**src/rtl/core/tts_pkg.sv**
```systemverilog
package tts_pkg;

	// field widths fixed by the item format
	localparam int ACTION_W = 2;
	localparam int TARGET_W = 4;
	localparam int STATUS_W = 3;
	localparam int ID_OUT_W = 4;

	localparam int MAX_THREADS_DEF = 16;

	// thread states
	localparam logic [1:0] T_DEAD     = 2'd0;
	localparam logic [1:0] T_RUNNABLE = 2'd1;
	localparam logic [1:0] T_WAITING  = 2'd2;

	// actions
	localparam logic [ACTION_W-1:0] ACT_CREATE = 2'd0;
	localparam logic [ACTION_W-1:0] ACT_YIELD  = 2'd1;
	localparam logic [ACTION_W-1:0] ACT_EXIT   = 2'd2;
	localparam logic [ACTION_W-1:0] ACT_JOIN   = 2'd3;

	// result status codes
	localparam logic [STATUS_W-1:0] ST_OK       = 3'd0;
	localparam logic [STATUS_W-1:0] ST_NORUN    = 3'd1;
	localparam logic [STATUS_W-1:0] ST_DEADLOCK = 3'd2;
	localparam logic [STATUS_W-1:0] ST_NOSUCH   = 3'd3;
	localparam logic [STATUS_W-1:0] ST_INVALID  = 3'd4;
	localparam logic [STATUS_W-1:0] ST_FULL     = 3'd5;

	// table write controls from the sequencer
	typedef struct packed {
		logic       st_we;     // write thread state
		logic [1:0] st_val;
		logic       wt_we;     // write waiter record
		logic       wt_valid;
	} tbl_cmd_t;

endpackage

```
**src/rtl/core/tts_if.sv**
```systemverilog
interface tts_in_if;
	import tts_pkg::*;

	logic                valid;
	logic                ready;
	logic [ACTION_W-1:0] action;
	logic [TARGET_W-1:0] target_id;

	modport source (output valid, output action, output target_id, input ready);
	modport sink   (input valid, input action, input target_id, output ready);
endinterface

interface tts_out_if;
	import tts_pkg::*;

	logic                valid;
	logic                ready;
	logic [STATUS_W-1:0] status;
	logic                switched;
	logic [ID_OUT_W-1:0] running_id;
	logic [ID_OUT_W-1:0] new_id;

	modport source (output valid, output status, output switched, output running_id,
		output new_id, input ready);
	modport sink   (input valid, input status, input switched, input running_id,
		input new_id, output ready);
endinterface

```
**src/rtl/core/tts_table.sv**
```systemverilog
module tts_table #(
	parameter int MAX_THREADS = tts_pkg::MAX_THREADS_DEF
) (
	input  logic                               clk,
	input  logic                               arst_n,
	input  tts_pkg::tbl_cmd_t                  cmd,
	input  logic [$clog2(MAX_THREADS)-1:0]     st_idx,
	input  logic [$clog2(MAX_THREADS)-1:0]     wt_idx,
	input  logic [$clog2(MAX_THREADS)-1:0]     wt_id,
	input  logic [$clog2(MAX_THREADS)-1:0]     rd_idx,
	output logic [1:0]                         rd_state,
	output logic                               rd_wvalid,
	output logic [$clog2(MAX_THREADS)-1:0]     rd_wid
);
	import tts_pkg::*;

	localparam int IdW = $clog2(MAX_THREADS);

	logic [1:0]     state_q  [MAX_THREADS];
	logic           wvalid_q [MAX_THREADS];
	logic [IdW-1:0] wid_q    [MAX_THREADS];

	// thread states: thread 0 lives after reset
	always_ff @(posedge clk or negedge arst_n) begin
		if (!arst_n) begin
			for (int i = 0; i < MAX_THREADS; i++) begin
				state_q[i] <= (i == 0) ? T_RUNNABLE : T_DEAD;
			end
		end else if (cmd.st_we) begin
			state_q[st_idx] <= cmd.st_val;
		end
	end

	// waiter valid bits
	always_ff @(posedge clk or negedge arst_n) begin
		if (!arst_n) begin
			for (int i = 0; i < MAX_THREADS; i++) begin
				wvalid_q[i] <= 1'b0;
			end
		end else if (cmd.wt_we) begin
			wvalid_q[wt_idx] <= cmd.wt_valid;
		end
	end

	// waiter ids, only read behind a valid bit
	always_ff @(posedge clk) begin
		if (cmd.wt_we) begin
			wid_q[wt_idx] <= wt_id;
		end
	end

	assign rd_state  = state_q[rd_idx];
	assign rd_wvalid = wvalid_q[rd_idx];
	assign rd_wid    = wid_q[rd_idx];

endmodule

```
**src/rtl/core/thread_table_scheduler.sv**
```systemverilog
// Channel  Dir  Fields                                   Transfer
// req      in   action, target_id                        req.valid && req.ready
// rsp      out  status, switched, running_id, new_id     rsp.valid && rsp.ready
//
// One request at a time; req.ready is high only while the sequencer is idle.
// Create and rejected joins skip the scan: dispatch, then the result register.
// Yield, exit and accepted join run the round-robin scan through one shared
// table read port and comparator, one entry per cycle.
// A finished result waits in the output register; the next request is taken
// meanwhile, and its result is held back until rsp frees the register.
// Reset leaves thread 0 running, one thread created, no waiters.
module thread_table_scheduler #(
	parameter int MAX_THREADS = tts_pkg::MAX_THREADS_DEF
) (
	input  logic           clk,
	input  logic           arst_n,
	tts_in_if.sink         req,
	tts_out_if.source      rsp
);
	import tts_pkg::*;

	localparam int IdW  = $clog2(MAX_THREADS);
	localparam int CntW = $clog2(MAX_THREADS + 1);
	localparam int CmpW = (CntW > TARGET_W) ? CntW : TARGET_W;

	// sequencer codes
	localparam logic [2:0] S_IDLE  = 3'd0;
	localparam logic [2:0] S_DISP  = 3'd1;
	localparam logic [2:0] S_WAKE  = 3'd2;
	localparam logic [2:0] S_SCAN1 = 3'd3;
	localparam logic [2:0] S_SCAN2 = 3'd4;
	localparam logic [2:0] S_RESP  = 3'd5;

	logic [2:0]          state_q, state_d;
	logic [ACTION_W-1:0] act_q;
	logic [TARGET_W-1:0] tgt_q;
	logic [IdW-1:0]      cur_q, before_q;
	logic [CntW-1:0]     cnt_q;
	logic [CntW-1:0]     scan_q;
	logic [STATUS_W-1:0] status_q;
	logic [CntW-1:0]     newid_q;
	logic                wk_valid_q;
	logic [IdW-1:0]      wk_id_q;

	logic                ov_q;
	logic [STATUS_W-1:0] o_status_q;
	logic                o_switched_q;
	logic [ID_OUT_W-1:0] o_running_q;
	logic [ID_OUT_W-1:0] o_newid_q;

	tbl_cmd_t       cmd;
	logic [IdW-1:0] st_idx, wt_idx, rd_idx;
	logic [1:0]     rd_state;
	logic           rd_wvalid;
	logic [IdW-1:0] rd_wid;

	logic [CmpW-1:0] tgt_w, cur_w, cnt_w;
	logic [IdW-1:0]  tgt_idx, cnt_idx, scan_idx;
	logic            full, scan_hit, out_free;

	assign tgt_w    = CmpW'(tgt_q);
	assign cur_w    = CmpW'(cur_q);
	assign cnt_w    = CmpW'(cnt_q);
	assign tgt_idx  = tgt_w[IdW-1:0];
	assign cnt_idx  = cnt_q[IdW-1:0];
	assign scan_idx = scan_q[IdW-1:0];
	assign full     = (cnt_q >= CntW'(MAX_THREADS));
	assign scan_hit = (rd_state == T_RUNNABLE);
	assign out_free = !ov_q || rsp.ready;

	assign req.ready = (state_q == S_IDLE);

	tts_table #(.MAX_THREADS(MAX_THREADS)) u_table (
		.clk       (clk),
		.arst_n    (arst_n),
		.cmd       (cmd),
		.st_idx    (st_idx),
		.wt_idx    (wt_idx),
		.wt_id     (cur_q),
		.rd_idx    (rd_idx),
		.rd_state  (rd_state),
		.rd_wvalid (rd_wvalid),
		.rd_wid    (rd_wid)
	);

	// table access and next state
	always_comb begin
		state_d = state_q;
		cmd     = '0;
		st_idx  = cur_q;
		wt_idx  = cnt_idx;
		rd_idx  = cur_q;
		case (state_q)
			S_IDLE: begin
				if (req.valid) state_d = S_DISP;
			end
			S_DISP: begin
				case (act_q)
					ACT_CREATE: begin
						state_d = S_RESP;
						if (!full) begin
							cmd.st_we  = 1'b1;
							cmd.st_val = T_RUNNABLE;
							st_idx     = cnt_idx;
							cmd.wt_we  = 1'b1;
						end
					end
					ACT_YIELD: state_d = S_SCAN1;
					ACT_EXIT: begin
						cmd.st_we  = 1'b1;
						cmd.st_val = T_DEAD;
						state_d    = S_WAKE;
					end
					default: begin
						rd_idx  = tgt_idx;
						state_d = S_RESP;
						if (tgt_w != cur_w && tgt_w < cnt_w && rd_state != T_DEAD
							&& !rd_wvalid) begin
							cmd.st_we    = 1'b1;
							cmd.st_val   = T_WAITING;
							cmd.wt_we    = 1'b1;
							cmd.wt_valid = 1'b1;
							wt_idx       = tgt_idx;
							state_d      = S_SCAN1;
						end
					end
				endcase
			end
			S_WAKE: begin
				cmd.st_we  = wk_valid_q;
				cmd.st_val = T_RUNNABLE;
				st_idx     = wk_id_q;
				state_d    = S_SCAN1;
			end
			S_SCAN1: begin
				rd_idx = scan_idx;
				if (scan_q >= cnt_q) state_d = S_SCAN2;
				else if (scan_hit) state_d = S_RESP;
			end
			S_SCAN2: begin
				rd_idx = scan_idx;
				if (scan_q > CntW'(cur_q) || scan_hit) state_d = S_RESP;
			end
			S_RESP: begin
				if (out_free) state_d = S_IDLE;
			end
			default: state_d = S_IDLE;
		endcase
	end

	// control registers
	always_ff @(posedge clk or negedge arst_n) begin
		if (!arst_n) begin
			state_q <= S_IDLE;
			cur_q   <= '0;
			cnt_q   <= CntW'(1);
		end else begin
			state_q <= state_d;
			if (state_q == S_DISP && act_q == ACT_CREATE && !full) begin
				cnt_q <= cnt_q + CntW'(1);
			end
			if ((state_q == S_SCAN1 && scan_q < cnt_q && scan_hit)
				|| (state_q == S_SCAN2 && scan_q <= CntW'(cur_q) && scan_hit)) begin
				cur_q <= scan_idx;
			end
		end
	end

	// per-request working registers
	always_ff @(posedge clk) begin
		if (req.valid && req.ready) begin
			act_q    <= req.action;
			tgt_q    <= req.target_id;
			before_q <= cur_q;
			status_q <= ST_OK;
			newid_q  <= '0;
		end
		if (state_q == S_DISP) begin
			scan_q     <= CntW'(cur_q) + CntW'(1);
			wk_valid_q <= rd_wvalid;
			wk_id_q    <= rd_wid;
			case (act_q)
				ACT_CREATE: begin
					if (full) status_q <= ST_FULL;
					else newid_q <= cnt_q;
				end
				ACT_JOIN: begin
					if (tgt_w == cur_w) status_q <= ST_DEADLOCK;
					else if (tgt_w >= cnt_w) status_q <= ST_NOSUCH;
					else if (rd_state == T_DEAD || rd_wvalid) status_q <= ST_INVALID;
				end
				default: ;
			endcase
		end
		if (state_q == S_SCAN1) begin
			if (scan_q >= cnt_q) scan_q <= '0;
			else scan_q <= scan_q + CntW'(1);
		end
		if (state_q == S_SCAN2) begin
			scan_q <= scan_q + CntW'(1);
			if (scan_q > CntW'(cur_q)) status_q <= ST_NORUN;
		end
	end

	// output register
	always_ff @(posedge clk or negedge arst_n) begin
		if (!arst_n) begin
			ov_q <= 1'b0;
		end else if (state_q == S_RESP && out_free) begin
			ov_q <= 1'b1;
		end else if (rsp.ready) begin
			ov_q <= 1'b0;
		end
	end

	always_ff @(posedge clk) begin
		if (state_q == S_RESP && out_free) begin
			o_status_q   <= status_q;
			o_switched_q <= (cur_q != before_q);
			o_running_q  <= ID_OUT_W'(cur_q);
			o_newid_q    <= ID_OUT_W'(newid_q);
		end
	end

	assign rsp.valid      = ov_q;
	assign rsp.status     = o_status_q;
	assign rsp.switched   = o_switched_q;
	assign rsp.running_id = o_running_q;
	assign rsp.new_id     = o_newid_q;

	// checks
	a_cnt_range: assert property (@(posedge clk) disable iff (!arst_n)
		cnt_q != '0 && cnt_q <= CntW'(MAX_THREADS))
		else $error("thread count out of range");

	a_scan_above_cur: assert property (@(posedge clk) disable iff (!arst_n)
		state_q == S_SCAN1 |-> scan_q > CntW'(cur_q))
		else $error("first scan pass started at or below current thread");

	a_switch_ok: assert property (@(posedge clk) disable iff (!arst_n)
		rsp.valid && rsp.switched |-> rsp.status == ST_OK)
		else $error("thread switch reported with failing status");

	a_req_blocked: assert property (@(posedge clk) disable iff (!arst_n)
		req.valid && req.ready |=> !req.ready)
		else $error("request taken while busy");

endmodule

```
**src/flat_wrapper.sv**
```systemverilog
// flat-port wrapper written by rule: the top's interface ports become plain ports
module thread_table_scheduler_flat import tts_pkg::*;
#(
	parameter int MAX_THREADS = tts_pkg::MAX_THREADS_DEF
)
  (clk, arst_n, req_valid, req_action, req_target_id, req_ready, rsp_valid, rsp_status, rsp_switched, rsp_running_id, rsp_new_id, rsp_ready);
  tts_in_if req_i ();
  tts_out_if rsp_i ();
  input  logic clk;
  input  logic arst_n;
  input wire logic [$bits(req_i.valid)-1:0] req_valid;
  input wire logic [$bits(req_i.action)-1:0] req_action;
  input wire logic [$bits(req_i.target_id)-1:0] req_target_id;
  output wire logic [$bits(req_i.ready)-1:0] req_ready;
  output wire logic [$bits(rsp_i.valid)-1:0] rsp_valid;
  output wire logic [$bits(rsp_i.status)-1:0] rsp_status;
  output wire logic [$bits(rsp_i.switched)-1:0] rsp_switched;
  output wire logic [$bits(rsp_i.running_id)-1:0] rsp_running_id;
  output wire logic [$bits(rsp_i.new_id)-1:0] rsp_new_id;
  input wire logic [$bits(rsp_i.ready)-1:0] rsp_ready;
  assign req_i.valid = req_valid;
  assign req_i.action = req_action;
  assign req_i.target_id = req_target_id;
  assign req_ready = req_i.ready;
  assign rsp_valid = rsp_i.valid;
  assign rsp_status = rsp_i.status;
  assign rsp_switched = rsp_i.switched;
  assign rsp_running_id = rsp_i.running_id;
  assign rsp_new_id = rsp_i.new_id;
  assign rsp_i.ready = rsp_ready;
  thread_table_scheduler #(.MAX_THREADS(MAX_THREADS)) u_core (.clk(clk), .arst_n(arst_n), .req(req_i), .rsp(rsp_i));
endmodule
```
**config.mk**
```make
export PLATFORM = sky130hd
export DESIGN_NAME = thread_table_scheduler_flat
export DESIGN_NICKNAME = d
export VERILOG_FILES = /design/src/rtl/core/tts_pkg.sv /design/src/rtl/core/tts_if.sv /design/src/rtl/core/tts_table.sv /design/src/rtl/core/thread_table_scheduler.sv /design/src/flat_wrapper.sv
export SDC_FILE = /design/constraint.sdc
export NUM_CORES = 1
export LEC_CHECK = 0
export BUFFER_PORTS_ARGS = -buffer_cell sky130_fd_sc_hd__buf_4
export CELL_PAD_IN_SITES_DETAIL_PLACEMENT = 0
export CELL_PAD_IN_SITES_GLOBAL_PLACEMENT = 1
export CORE_MARGIN = 1.5
export CORE_UTILIZATION = 50
export CTS_CLUSTER_DIAMETER = 40
export DETAILED_ROUTE_END_ITERATION = 8
export HOLD_SLACK_MARGIN = 0.12
export PLACE_DENSITY_LB_ADDON = 0.1
export SYNTH_ARGS = -nofsm -noshare
export SYNTH_HDL_FRONTEND = slang
export SYNTH_SLANG_ARGS = --single-unit
```
**constraint.sdc**
```tcl
create_clock -name clk -period 4.1 [get_ports clk]
set_input_delay 0.82 -clock clk [delete_from_list [all_inputs] [get_ports clk]]
set_output_delay 0.82 -clock clk [all_outputs]
set_load 0.03 [all_outputs]
```
==> results.json, run 1 <==
{
  "status": "complete, no violations",
  "cts_resized": 0,
  "gp_congestion": 0.877,
  "die_area_mm2": 0.0173,
  "worst-slew-pin-transition_ps": 1180,
  "yosysWarnings": 0,
  "startpoint_type": "register",
  "power.density_mw_per_mm2": 774,
  "insertion_delay_ps": 440,
  "post_dp_cell_area_mm2": 0.00872,
  "yosysTopAreaCell": "edfxtp_1",
  "ys_ff_latch": 164,
  "setup-violations-final": 0,
  "cts_sinks": 164,
  "antenna_left": 0,
  "synthArstFlopShare_pct": 37.2,
  "via_per_inst": 6.04,
  "drive_above_1_share_pct": 15.7,
  "antenna_cells": 0,
  "syn_inst": 775,
  "cts_setup_buffers": 0,
  "cts_tree": "done",
  "crit_type": "register to register",
  "port_buffers": 23,
  "synth.net_count": 805,
  "register_area_mm2": 0.00455,
  "io_pins": 24,
  "grt.total_usage_pct": 26.1,
  "leakagePower_nw": 3.60,
  "yosys-top-cells-area": "edfxtp_1 (35%), dfrtp_1 (18%), nand2_1 (5.2%)",
  "utilization_pct": 58.1,
  "postCtsHoldBufs": 0,
  "syn_avg_cell_area_um2": 10.6,
  "min_period_ps": 3900,
  "min_period_over_period_pct": 95.0,
  "grt_pass1_wl_um": 34500,
  "finalClockSkew_ps": 10.1,
  "grt_pass1_vias": 6276,
  "cts_root_buffer": "clkbuf_16",
  "grt_max_degree": 62,
  "cap_violations": 0,
  "wire_per_inst_um": 20.9,
  "hpwl_um": 15500,
  "slew_violations": 0,
  "crit_arrival_ps": 4210,
  "core_mm2": 0.0160,
  "cts_buffers": 17,
  "antenna_found_initial": 0,
  "endpoint_kind": "register",
  "seq_area_frac_synth_pct": 55.2,
  "cts_htree_levels": 4,
  "hold_path.class": "register to register",
  "area_growth_syn_to_layout_pct": 12.7,
  "post-route-drc-count": 0,
  "grt_overflow": 0,
  "vias": 6231,
  "fin_tns_setup_ps": 0,
  "drt_iter0_drc": 521,
  "irDropWorstVdd_v": 0.000471,
  "cp_max_fo": 36,
  "ys_types": 69,
  "synth_most_common_cell": "nand2_1",
  "final_cell_area_mm2": 0.00930,
  "synth-edff-count": 96,
  "first_pass_iters": 5,
  "routed_wl_um": 21600,
  "syn_area_mm2": 0.00825,
  "fp.dieH_um": 131,
  "cts_max_path_buffers": 2,
  "path_clk_slew_ps": 70,
  "row_count": 46,
  "synth_top_area_share_pct": 34.9,
  "yosys-top-cells-count": "nand2_1 (115), edfxtp_1 (96), dfrtp_1 (59), o21ai_0 (47), a21oi_1 (34)",
  "multiInputGateArea_mm2": 0.00336,
  "fmax_mhz": 257,
  "die_x_um": 131,
  "required_ps": 4410,
  "nets": 832,
  "initial_core_util_pct": 51.6,
  "ys.flop_type": "edfxtp_1",
  "rsz0062_at_grt": "no",
  "finalHoldViolations": 0,
  "nFillCells": 1387,
  "timing.slew.headroom_pct": 21.2
}
[sequential cells by signal, indices dropped and copies added (netlist names), 5 cells and up]
register                 flops
u_core.cnt_q                 5
u_core.u_table.state_q      32
u_core.u_table.wid_q        64
u_core.u_table.wvalid_q     16
u_core.scan_q                5
[power breakdown]
part	leakage (nW)	total, W	switching (W)	internal [W]
Combinational	1.54	0.00318	0.00210	0.00108
Clock	0.284	0.00156	0.000743	0.000815
Sequential	1.78	0.00246	0.000269	0.00219
[final cells by class]
cell class / instances / share of cell area [%]
clock inverter: 15 / 1.64
timing repair buffer: 55 / 4.44
tap: 216 / 2.91
multi-input combinational: 532 / 36.2
sequential: 164 / 49.0
clock buffer: 17 / 4.58
inverter: 32 / 1.29
[worst max-delay path: stages (launching register included)]
cell and delay (ps):
dfrtp_1 510, or3b_1 590, o211a_2 210, nor3_4 420, mux2_2 400, o211ai_1 220, nand4_1 220, o211ai_4 290
buf_4 400, a21oi_1 150, mux2_1 340
[kinds of logic (layout without fill, tap and decap cells)]
group	Yosys count	after routing	synth area share [%]
muxes	31	31	4.13
and+or+nand+nor	272	272	16.5
adders and majority gates	20	20	3.03
AOI/OAI and AO/OA	193	193	15.3
xor gates and xnor gates	16	16	1.70
buffers and inverters	79	119	4.16
DFF	164	164	55.2
[per-stage QoR]
stage | power, W | setup slack, ps | std cells | hold slack (ps)
after floorplan | 0.00457 | 750 | 775 | 400
after global placement | 0.00556 | 414 | 999 | 412
after detailed placement | 0.00564 | 256 | 999 | 419
after CTS | 0.00719 | 237 | 1031 | 438
after global routing | 0.00762 | 15.4 | 1031 | 451
final | 0.00720 | 205 | 1031 | 431
[path summary, 6_finish.rpt]
check                                              startpoint  cells after the start  slack (ps)                                endpoint
worst max-delay path            u_core.state_q[0]$_DFFE_PN0P_                     10         200   u_core.u_table.state_q[4]$_DFFE_PN0P_
worst min-delay path               u_core.status_q[2]$_DFF_P_                      0         430          u_core.rsp.status[2]$_DFFE_PP_
worst max register to register  u_core.state_q[0]$_DFFE_PN0P_                     10         200   u_core.u_table.state_q[4]$_DFFE_PN0P_
worst min register to register     u_core.status_q[2]$_DFF_P_                      0         430          u_core.rsp.status[2]$_DFFE_PP_
max in group asynchronous                              arst_n                      1        3090  u_core.u_table.wvalid_q[1]$_DFFE_PN0P_
min in group asynchronous                              arst_n                      1         440            u_core.rsp.valid$_DFFE_PN0P_
[layout by cell type, fill, tap and decap left out, types with 17 or more instances in the layout]
cell       Yosys  layout
inv_1         30      30
buf_4          6      55
edfxtp_1      96      96
dfrtp_1       59      59
clkbuf_16      0      17
nand3_1       31      31
nand4_1       19      19
mux2_2        18      18
o21a_1        18      18
a21oi_1       34      34
o21ai_0       47      47
nor2_1        28      28
nand2_1      115     115
o211ai_1      24      24
ha_1          20      20
[metal layers]
layer | track usage, % | vias to the layer above | routed length (µm)
met3 | 3.28 | 52 | 969
met1 | 34.4 | 3045 | 9420
met5 | 0 | - | 0
met4 | 9.94 | 0 | 502
li1 | - | 2932 | -
met2 | 44.0 | 202 | 10700
Note: power is estimated with default switching activity, not from simulation.
==> inputs of run 2 (changes only) <==
--- a/config.mk
+++ b/config.mk
@@ -5,11 +5,12 @@
 export SDC_FILE = /design/constraint.sdc
 export NUM_CORES = 1
 export LEC_CHECK = 0
+export ABC_AREA = 1
 export BUFFER_PORTS_ARGS = -buffer_cell sky130_fd_sc_hd__buf_4
 export CELL_PAD_IN_SITES_DETAIL_PLACEMENT = 0
 export CELL_PAD_IN_SITES_GLOBAL_PLACEMENT = 1
 export CORE_MARGIN = 1.5
-export CORE_UTILIZATION = 50
+export CORE_UTILIZATION = 49
 export CTS_CLUSTER_DIAMETER = 40
 export DETAILED_ROUTE_END_ITERATION = 8
 export HOLD_SLACK_MARGIN = 0.12
==> results.json, run 2 <==
{
  "cts_htree_levels": 4,
  "largest_register_ffs": 64,
  "finalHoldViolations": 0,
  "min_period_ps": 3830,
  "synth-edff-count": 96,
  "cp_max_fo": 17,
  "startpoint_type": "register",
  "cts_resized": 0,
  "endpoint_kind": "register",
  "initial_core_util_pct": 50.1,
  "power.density_mw_per_mm2": 859,
  "yosysTopAreaCell": "edfxtp_1",
  "grt_max_degree": 62,
  "grt.total_usage_pct": 24.1,
  "cts_root_buffer": "clkbuf_16",
  "leakagePower_nw": 3.95,
  "slowest_stage": "dfrtp_1",
  "syn_area_mm2": 0.00827,
  "seq_area_frac_synth_pct": 55.0,
  "cts_setup_buffers": 0,
  "core_mm2": 0.0165,
  "crit_type": "register to register",
  "yosys-top-cells-area": "edfxtp_1 (35%), dfrtp_1 (18%), nand2_1 (9.8%)",
  "fmax_mhz": 261,
  "post-route-drc-count": 0,
  "cp_num_cells": 17,
  "synth_top_area_share_pct": 34.8,
  "crit_path_cell_trace": "inv_2 > nand2_1 > nor2_2 > nand2_1 > nand2_4 > inv_1 > o21ai_2 > inv_1 > nand3_1 > nand2_2 > inv_2 > nand4_4 > nand2_1 > o21ai_2 > nor2_4 > nand2_1 > inv_1",
  "first_pass_iters": 5,
  "setup-violations-final": 0,
  "io_pins": 24,
  "cts_tree": "done",
  "yosys-top-cells-count": "nand2_1 (217), inv_1 (107), edfxtp_1 (96), nand3_1 (89), nor2_1 (78)",
  "dr_wl_met2_um": 9860,
  "ys_types": 44,
  "timing.slew.headroom_pct": 22.9,
  "worst-slew-pin-transition_ps": 1150,
  "wire_per_inst_um": 17.7,
  "endpoint": "u_core.u_table.wid_q[2][2]$_DFFE_PP_",
  "slew_violations": 0,
  "regMostFlops": "u_core.u_table.wid_q",
  "row_count": 47,
  "critPathMaxStageDelay_ps": 480,
  "cts_sinks": 164,
  "grt_pass1_vias": 6129,
  "nets": 958,
  "crit_arrival_ps": 3960,
  "path_buf_inv": 5,
  "nFillCells": 1475,
  "vias": 6367,
  "via_per_inst": 5.48,
  "antenna_found_initial": 0,
  "cpMostUsedCell": "nand2_1",
  "finalPower_w": 0.00797,
  "finalClockSkew_ps": 11.7,
  "crit_family": "simple AND/OR/NAND/NOR gates",
  "path_clk_slew_ps": 70,
  "area_growth_syn_to_layout_pct": 12.2,
  "die_x_um": 133,
  "ys.flop_type": "edfxtp_1",
  "hpwl_um": 14600,
  "wl_met3_um": 876,
  "rsz0062_at_grt": "no",
  "antenna_left": 0,
  "r2r-end": "u_core.u_table.wid_q[2][2]$_DFFE_PP_",
  "antenna_cells": 0,
  "crit_start": "u_core.state_q[2]$_DFFE_PN0P_",
  "hold_path.class": "register to register",
  "grt_overflow": 0,
  "synth.net_count": 933,
  "synthArstFlopShare_pct": 37.2,
  "insertion_delay_ps": 440,
  "ys_ff_latch": 164,
  "cts_buffers": 17,
  "fin_tns_setup_ps": 0,
  "port_buffers": 23,
  "required_ps": 4230,
  "yosysWarnings": 0,
  "min_period_over_period_pct": 93.4,
  "gp_congestion": 0.877,
  "die_area_mm2": 0.0177,
  "reg2regPathDepth": 17,
  "met1_length_um": 9370,
  "syn_avg_cell_area_um2": 9.16,
  "postCtsHoldBufs": 0,
  "reg2reg_setup_slack_ps": 270,
  "status": "complete, no violations",
  "layout_commonest_cell": "nand2_1",
  "drt_iter0_drc": 532,
  "syn_inst": 903,
  "routed_wl_um": 20600,
  "utilization_pct": 56.2,
  "r2r_start": "u_core.state_q[2]$_DFFE_PN0P_",
  "reg_top3": "u_core.u_table.wid_q: 64 flops, u_core.u_table.state_q: 32 flops, u_core.u_table.wvalid_q: 16 flops",
  "cts_max_path_buffers": 2,
  "cap_violations": 0,
  "synth_most_common_cell": "nand2_1",
  "drive_above_1_share_pct": 12.3,
  "fp.dieH_um": 133,
  "routed.top_layer": "met4",
  "mostFrequentLayoutCells": "nand2_1 (217), inv_1 (107), edfxtp_1 (96)",
  "irDropWorstVdd_v": 0.000447,
  "grt_pass1_wl_um": 32400
}
==> run 2: changes by cell type after synthesis, sizes merged, moves of 15 or more <==
cell,before,now
a21oi,35,13
clkbuf,29,14
inv,31,115
mux2,24,0
nand2,115,225
nand3,32,93
nand4,20,5
nor2,29,88
o21a,18,0
o21ai,58,77
==> run 2: report_power, final <==
group | switching, W | internal [W] | leakage, nW
logic | 0.00282 | 0.00115 | 1.89
registers | 0.000238 | 0.00219 | 1.77
clock network | 0.000749 | 0.000823 | 0.294
total | 0.00381 | 0.00416 | 3.95
==> run 2: final cells by class <==
| class | instances | area, µm² | area share, % |
|---|---|---|---|
| Clock inverter | 15 | 176 | 1.90 |
| Sequential cell | 164 | 4550 | 49.0 |
| Tap cell | 220 | 275 | 2.96 |
| Multi-Input combinational cell | 596 | 3170 | 34.1 |
| Inverter | 115 | 434 | 4.68 |
| Timing Repair Buffer | 34 | 255 | 2.75 |
| Clock buffer | 17 | 425 | 4.58 |
==> run 2: worst min path at each step <==
stage	from	to	slack, ps	cells past startpoint
3_3_place_gp	u_core.status_q[1]$_DFF_P_	u_core.rsp.status[1]$_DFFE_PP_	420	0
4_1_cts	u_core.status_q[1]$_DFF_P_	u_core.rsp.status[1]$_DFFE_PP_	440	0
6_report	u_core.status_q[1]$_DFF_P_	u_core.rsp.status[1]$_DFFE_PP_	440	0
3_5_place_dp	u_core.status_q[1]$_DFF_P_	u_core.rsp.status[1]$_DFFE_PP_	420	0
2_1_floorplan	u_core.status_q[0]$_DFF_P_	u_core.rsp.status[0]$_DFFE_PP_	410	0
5_1_grt	u_core.newid_q[0]$_DFF_P_	u_core.rsp.new_id[0]$_DFFE_PP_	450	0
==> run 2: per-stage QoR <==
stage | hold WS, ps | instance area [µm²] | worst slack [ps] | std cells
2_1_floorplan | 409 | 8270 | 1160 | 903
3_3_place_gp | 416 | 8640 | 366 | 1128
3_5_place_dp | 418 | 8640 | 242 | 1128
4_1_cts | 437 | 9240 | 212 | 1160
5_1_grt | 449 | 9290 | 7.32 | 1161
6_report | 438 | 9290 | 270 | 1161
==> run 2: per-layer routing <==
metal  vias to the layer above  global-route usage, %
met5                         -                      0
met4                         0                   9.83
met3                        38                   4.37
met2                       190                   39.1
met1                      3068                   32.2
li1                       3071                      -
==> run 2: logic make-up (layout without fill, tap and decap cells) <==
| kind of cell | count (synthesis) | count (layout) | share of synthesized area, % |
|---|---|---|---|
| adders and majority gates | 20 | 20 | 3.02 |
| buffers and inverters | 144 | 181 | 7.23 |
| and+or+nand+nor | 430 | 431 | 23.4 |
| AOI/OAI and AO/OA | 130 | 130 | 9.76 |
| DFF | 164 | 164 | 55.0 |
| xor gates and xnor gates | 15 | 15 | 1.59 |
